<file path="config.mk">
export PLATFORM = sky130hd
export DESIGN_NAME = plsu_cell
export DESIGN_NICKNAME = d
export VERILOG_FILES = /design/src/assert_macros.svh /design/src/plsu_pkg.sv /design/src/plsu_cell.sv
export SDC_FILE = /design/constraint.sdc
export NUM_CORES = 1
export LEC_CHECK = 0
export BUFFER_PORTS_ARGS = -buffer_cell sky130_fd_sc_hd__buf_2
export CAP_MARGIN = 10
export CELL_PAD_IN_SITES_DETAIL_PLACEMENT = 1
export CELL_PAD_IN_SITES_GLOBAL_PLACEMENT = 2
export CORE_MARGIN = 1.5
export CORE_UTILIZATION = 29
export DETAILED_ROUTE_END_ITERATION = 6
export PLACE_DENSITY_LB_ADDON = 0.1
export SLEW_MARGIN = 30
export SYNTH_ARGS = -nofsm -noshare
export SYNTH_HDL_FRONTEND = slang
export SYNTH_SLANG_ARGS = --single-unit
</file>
<file path="constraint.sdc">
create_clock -name i_clk -period 4.45 [get_ports i_clk]
set_clock_uncertainty 0.2 [all_clocks]
set_input_delay 0.89 -clock i_clk [delete_from_list [all_inputs] [get_ports i_clk]]
set_output_delay 0.89 -clock i_clk [all_outputs]
set_load 0.01 [all_outputs]
</file>
<file path="src/assert_macros.svh">
// assertion helpers shared by the rtl
`ifndef ASSERT_MACROS_SVH
`define ASSERT_MACROS_SVH

// clocked check, off while reset is asserted
`define PLSU_ASSERT(lbl, clk, rst_n, prop, msg) \
    lbl: assert property (@(posedge clk) disable iff (!rst_n) prop) \
        else $error(msg);

// clocked check that also runs during reset
`define PLSU_ASSERT_ALWAYS(lbl, clk, prop, msg) \
    lbl: assert property (@(posedge clk) prop) \
        else $error(msg);

`endif

</file>
<file path="src/plsu_pkg.sv">
package plsu_pkg;

    localparam int DEPTH_DEF = 64;
    localparam int IDX_W     = 7;
    localparam int CNT_W     = 7;
    localparam int WORD_W    = 32;

    typedef enum logic [2:0] {
        MODE_READ   = 3'd0,
        MODE_FRONT  = 3'd1,
        MODE_BACK   = 3'd2,
        MODE_AT     = 3'd3,
        MODE_DELETE = 3'd4
    } t_mode;

    typedef enum logic [1:0] {
        ST_DONE  = 2'd0,
        ST_RANGE = 2'd1,
        ST_FULL  = 2'd2
    } t_status;

    typedef struct packed {
        logic [2:0]              mode;
        logic [IDX_W-1:0]        index;
        logic signed [WORD_W-1:0] value;
    } t_req;

    typedef struct packed {
        logic signed [WORD_W-1:0] read_value;
        logic                     read_valid;
        logic [1:0]               status;
        logic [CNT_W-1:0]         entry_count;
    } t_rsp;

    // per-cycle command broadcast to every cell
    typedef struct packed {
        logic              shift_up;
        logic              shift_dn;
        logic              load_lane;
        logic              hold_lane;
        logic [IDX_W-1:0]  pos;
        logic [WORD_W-1:0] word;
    } t_cell_ctl;

endpackage

</file>
<file path="src/plsu_cell.sv">
module plsu_cell #(
    parameter int POS = 0
) (
    input  logic                          i_clk,
    input  plsu_pkg::t_cell_ctl           i_ctl,
    input  logic [plsu_pkg::WORD_W-1:0]   i_left_entry,
    input  logic [plsu_pkg::WORD_W-1:0]   i_right_entry,
    input  logic [plsu_pkg::WORD_W-1:0]   i_right_lane,
    output logic [plsu_pkg::WORD_W-1:0]   o_entry,
    output logic [plsu_pkg::WORD_W-1:0]   o_lane
);
    import plsu_pkg::*;

    localparam logic [IDX_W-1:0] MY_POS = IDX_W'(POS);

    logic [WORD_W-1:0] r_entry;
    logic [WORD_W-1:0] n_entry;
    logic [WORD_W-1:0] r_lane;
    logic [WORD_W-1:0] n_lane;

    always_comb begin
        n_entry = r_entry;
        if (i_ctl.shift_up) begin
            if (MY_POS > i_ctl.pos) begin
                n_entry = i_left_entry;
            end else if (MY_POS == i_ctl.pos) begin
                n_entry = i_ctl.word;
            end
        end else if (i_ctl.shift_dn) begin
            if (MY_POS >= i_ctl.pos) begin
                n_entry = i_right_entry;
            end
        end
    end

    // read lane: parallel load, then moves one cell toward position zero per cycle
    // unless held while the result waits
    always_comb begin
        if (i_ctl.load_lane) begin
            n_lane = r_entry;
        end else if (i_ctl.hold_lane) begin
            n_lane = r_lane;
        end else begin
            n_lane = i_right_lane;
        end
    end

    always_ff @(posedge i_clk) begin
        r_entry <= n_entry;
        r_lane  <= n_lane;
    end

    assign o_entry = r_entry;
    assign o_lane  = r_lane;

endmodule
</file>
; After elaboration in Yosys (flattened, before gate mapping)
; Cells that the tools add are included.
[word_totals]
reg_bits = 64
inputBits = 140
out_inout_bits = 64
word_cells = 17
[op_classes]
magnitude_cmp = 2
n_eq_ne = 2
mux = 7
n_reduce_logical = 4
[op_table]
columns = op, n
row1 = $mux W32, 7
row2 = $ge A1 B7 Y1 const A, 1
row3 = $gt A1 B7 Y1 const A, 1
row4 = $logic_not A7 Y1, 1
row5 = $reduce_bool A2 Y1, 2
row6 = $ne A3 B1 Y1 const B, 1
row7 = $reduce_and A3 Y1, 1
row8 = $ne A2 B1 Y1 const B, 1

; Longest topological paths before layout
[logic_depth]
word_depth = 4
depth_mapped = 3
ltp_nobuf = 2

; Worst setup path after synthesis
; Ideal clock, no wire load.
[synth_timing]
kind = input-to-reg
start = in i_ctl[40] in the netlist's numbering
end = reg r_lane[0], in the netlist o_lane[0], enable pin
setup_time_ps = 394
arrival_ps = 1986
required_ps = 3856
slack_ps = 1870
path_stages = 3
n_path_buf = 2
path_cell_list = buf_6 -> buf_12 -> nand2b_1
[synth_between]
elab_chain_cells = 1
[synth_lines]
columns = element, line
row1 = start: declaration, plsu_cell.sv:5  ; input plsu_pkg::t_cell_ctl i_ctl,
row2 = $ne A2 B1 Y1 (no line), n/a
row3 = end signal: assignment, plsu_cell.sv:50  ; r_lane <= n_lane;
row4 = end: declaration, plsu_cell.sv:18  ; logic [WORD_W-1:0] r_lane;
; Every way passes these cells.
; A chain may end at the register's enable or synchronous reset.

; Final worst setup path
[layout_timing]
start = in i_ctl[35] in the netlist's numbering
end = reg r_entry[25], in the netlist o_entry[25], enable pin
[layout_between]
elab_chain_cells = 3
word_cells_on_any_way = 6
cone_classes = order compare: 2 / eq/ne: 1 / reduce/logical: 3
[layout_lines]
columns = element, line
row1 = $gt A1 B7 Y1 (tied with other cells), plsu_cell.sv:24  ; if (MY_POS > i_ctl.pos) begin
row2 = $ne A3 B1 Y1 (no line) / $reduce_bool A2 Y1 (equally long branches), n/a
row3 = $reduce_and A3 Y1 (no line) (*), n/a
row4 = end signal: assignment, plsu_cell.sv:49  ; r_entry <= n_entry;
row5 = end: declaration, plsu_cell.sv:16  ; logic [WORD_W-1:0] r_entry;
; Every way passes the cells marked *; elsewhere a longest branch is shown, timed or not.

==> results.yml <==
final_layout:
  multi_input_area_sq_um: 968.4
  diodes: 0
  final_cell_mix: "buf_2, edfxtp_1, mux2_4"
  area_growth_syn_to_layout_pct: 35.84
  drive_above_1_share_pct: 78.19
  fin_nets: 457
  seq_area_sq_um: 1922
  final_common_cell: "buf_2"
  fillers: 1120
floorplanning:
  initial_utilization_pct: 29.62
  core-area_sq_um: 10230
  rows: 37
  io_pins: 204
  die_w_microns: 105.2
  dieHeight_microns: 105.2
  die_area_sq_um: 11070
routing:
  drcViolationCount: 0
  routed-via-count: 1903
  drt_iter0_markers: 46
  first_pass_iters: 4
  drt_wl_total_microns: 6921
  vias_per_cell: 4.164
  ant_nets: 0
  routedWlPerCell_microns: 15.14
worst_setup_path:
  r2r_end: "o_lane[1]"
  worstRegToRegCells: 1
  setup.worst_path.start_class: "primary input"
  crit_arrival_ns: 2.28
  crit_required_ns: 4.26
  r2r-start: "o_entry[1]"
  end_kind: "flop"
  worstSetupPathType: "in -> reg"
  r2r_slack_ns: 3.31
  cp_max_fo: 17
synth:
  ys_seq_area_share_pct: 63.42
  synth_area_sq_um: 3030
  ys_seq_elements: 64
  yosysWarnings: 0
  netlist_instances: 140
  yosysUniqueCellTypes: 9
  syn_area_per_cell_sq_um: 21.65
  synthesis.nets: 280
power:
  ir_drop_uv: 131.4
  pwr-share-clk_pct: 34.9
  power.density_nw_per_um2: 325.0
  pwr-share-seq_pct: 52.2
  leakage_nw: 1.905
  comb_power_share_pct: 13.0
  swShare_pct: 21.34
  p_sw_w: 0.0002854
  internal_power_w: 0.001052
clock_network:
  h-tree-depth: 3
  numCtsBuffers: 9
  cts_tree: "built"
  clockBufferDepth: 2
  ctsHoldBuffers: 0
  clk_latency_ns: 0.33
  post_cts_buffers: 0
  clock-root-buffer: "clkbuf_8"
  cts_resized: 0
  clk_pin_slew_ns: 0.07
  numClockSinks: 64
timing:
  finalSetupViolCount: 0
  timing.hold.ws_ns: 0.3746
  maxSlewHeadroom_pct: 45.65
  fmax_mhz: 404.8
  rsz0062_at_grt: "no"
  hold_viol_final: 0
  period_share_pct: 55.51
  tightest_slew_ns: 0.8153
  setup_slack_ns: 1.980
  period_needed_ns: 2.470
  finalMaxSlewViolations: 0
  setup-tns-final_ns: 0
global_routing:
  grt.total_usage_pct: 12.77
  grt_max_degree: 33
  antenna_found_initial: 0
  overflow: 0
  grt_pass1_vias: 2103
  grt_pass1_wl_microns: 10620
place:
  dp_slack_ns: 1.592
  gp_congestion: 0.6467
  place_hpwl_microns: 5300
  portBuffers: 171
min_path:
  hold_end: "o_lane[28]"
  min_path_type: "reg -> reg"
  min_from: "o_entry[28]"
  min_path_cells: 1
status:
  status: "finished clean"
flow_run:
  drv_cap: 0
power by group through the flow:
stage / sequential, W / combinational, W / clock [W]
2_1_floorplan: 0.000726 / 0.0000940 / 0
3_3_place_gp: 0.000710 / 0.000174 / 0
3_5_place_dp: 0.000711 / 0.000177 / 0
4_1_cts: 0.000698 / 0.000177 / 0.000484
5_1_grt: 0.000699 / 0.000188 / 0.000506
6_report: 0.000698 / 0.000173 / 0.000467
metal layers:
metal	up-vias	global-route usage (%)	part of all wire, %
met5	-	0	0
met4	0	6.262	2.1
li1	904	-	-
met1	892	13.22	37
met2	97	23.06	52
met3	10	4.205	8.6
layout make-up:
class | count | area share, %
timing repair buffer | 174 | 21.34
clock buffer | 11 | 3.191
tap | 136 | 4.134
multi-input combinational | 68 | 23.53
clock inverter | 4 | 1.125
sequential | 64 | 46.69
state kept, by name (all words and copies together) (netlist names):
| signal | count |
|---|---|
| o_entry | 32 |
| o_lane | 32 |
per-stage QoR:
| stage | util, % | std cells | instance area [sq um] | power, W |
|---|---|---|---|---|
| detailed placement | 38.50 | 442 | 3939 | 0.0008886 |
| floorplan | - | 140 | 3030 | 0.0008196 |
| global placement | 38.50 | 442 | 3939 | 0.0008842 |
| CTS | 40.23 | 457 | 4116 | 0.001360 |
| finish | 40.23 | 457 | 4116 | 0.001338 |
| global route | 40.23 | 457 | 4116 | 0.001394 |
critical path: stages:
cell and delay (ns):
buf_2 0.10, nor4_1 0.25, o211a_1 0.66, buf_4 0.37
worst max path at each step:
stage / from / end / slack (ns)
2_1_floorplan: i_ctl[40] / o_lane[0] / 1.87
3_3_place_gp: i_ctl[35] / o_entry[24] / 1.58
3_5_place_dp: i_ctl[35] / o_entry[22] / 1.59
4_1_cts: i_ctl[35] / o_entry[25] / 1.95
5_1_grt: i_ctl[35] / o_entry[26] / 1.84
6_report: i_ctl[35] / o_entry[25] / 1.98
Yosys cell counts:
cell type  count  area [sq um]
buf_12         6         120.1
buf_6          2         22.52
edfxtp_1      64          1922
mux2_2         6         67.56
mux2_4        58         870.8
nand2b_1       1         6.260
nor3_1         1         5.000
nor4_1         1         6.260
o211a_1        1         10.01
kinds of logic (layout without fill, tap and decap cells):
logic type / count (synthesis) / count (layout) / share of synthesized area [%]
buf+inv: 8 / 189 / 4.707
flops: 64 / 64 / 63.42
mux: 64 / 64 / 30.97
simple gates: 3 / 3 / 0.5781
compound gates: 1 / 1 / 0.3303
Power figures use the tool's default switching activity.
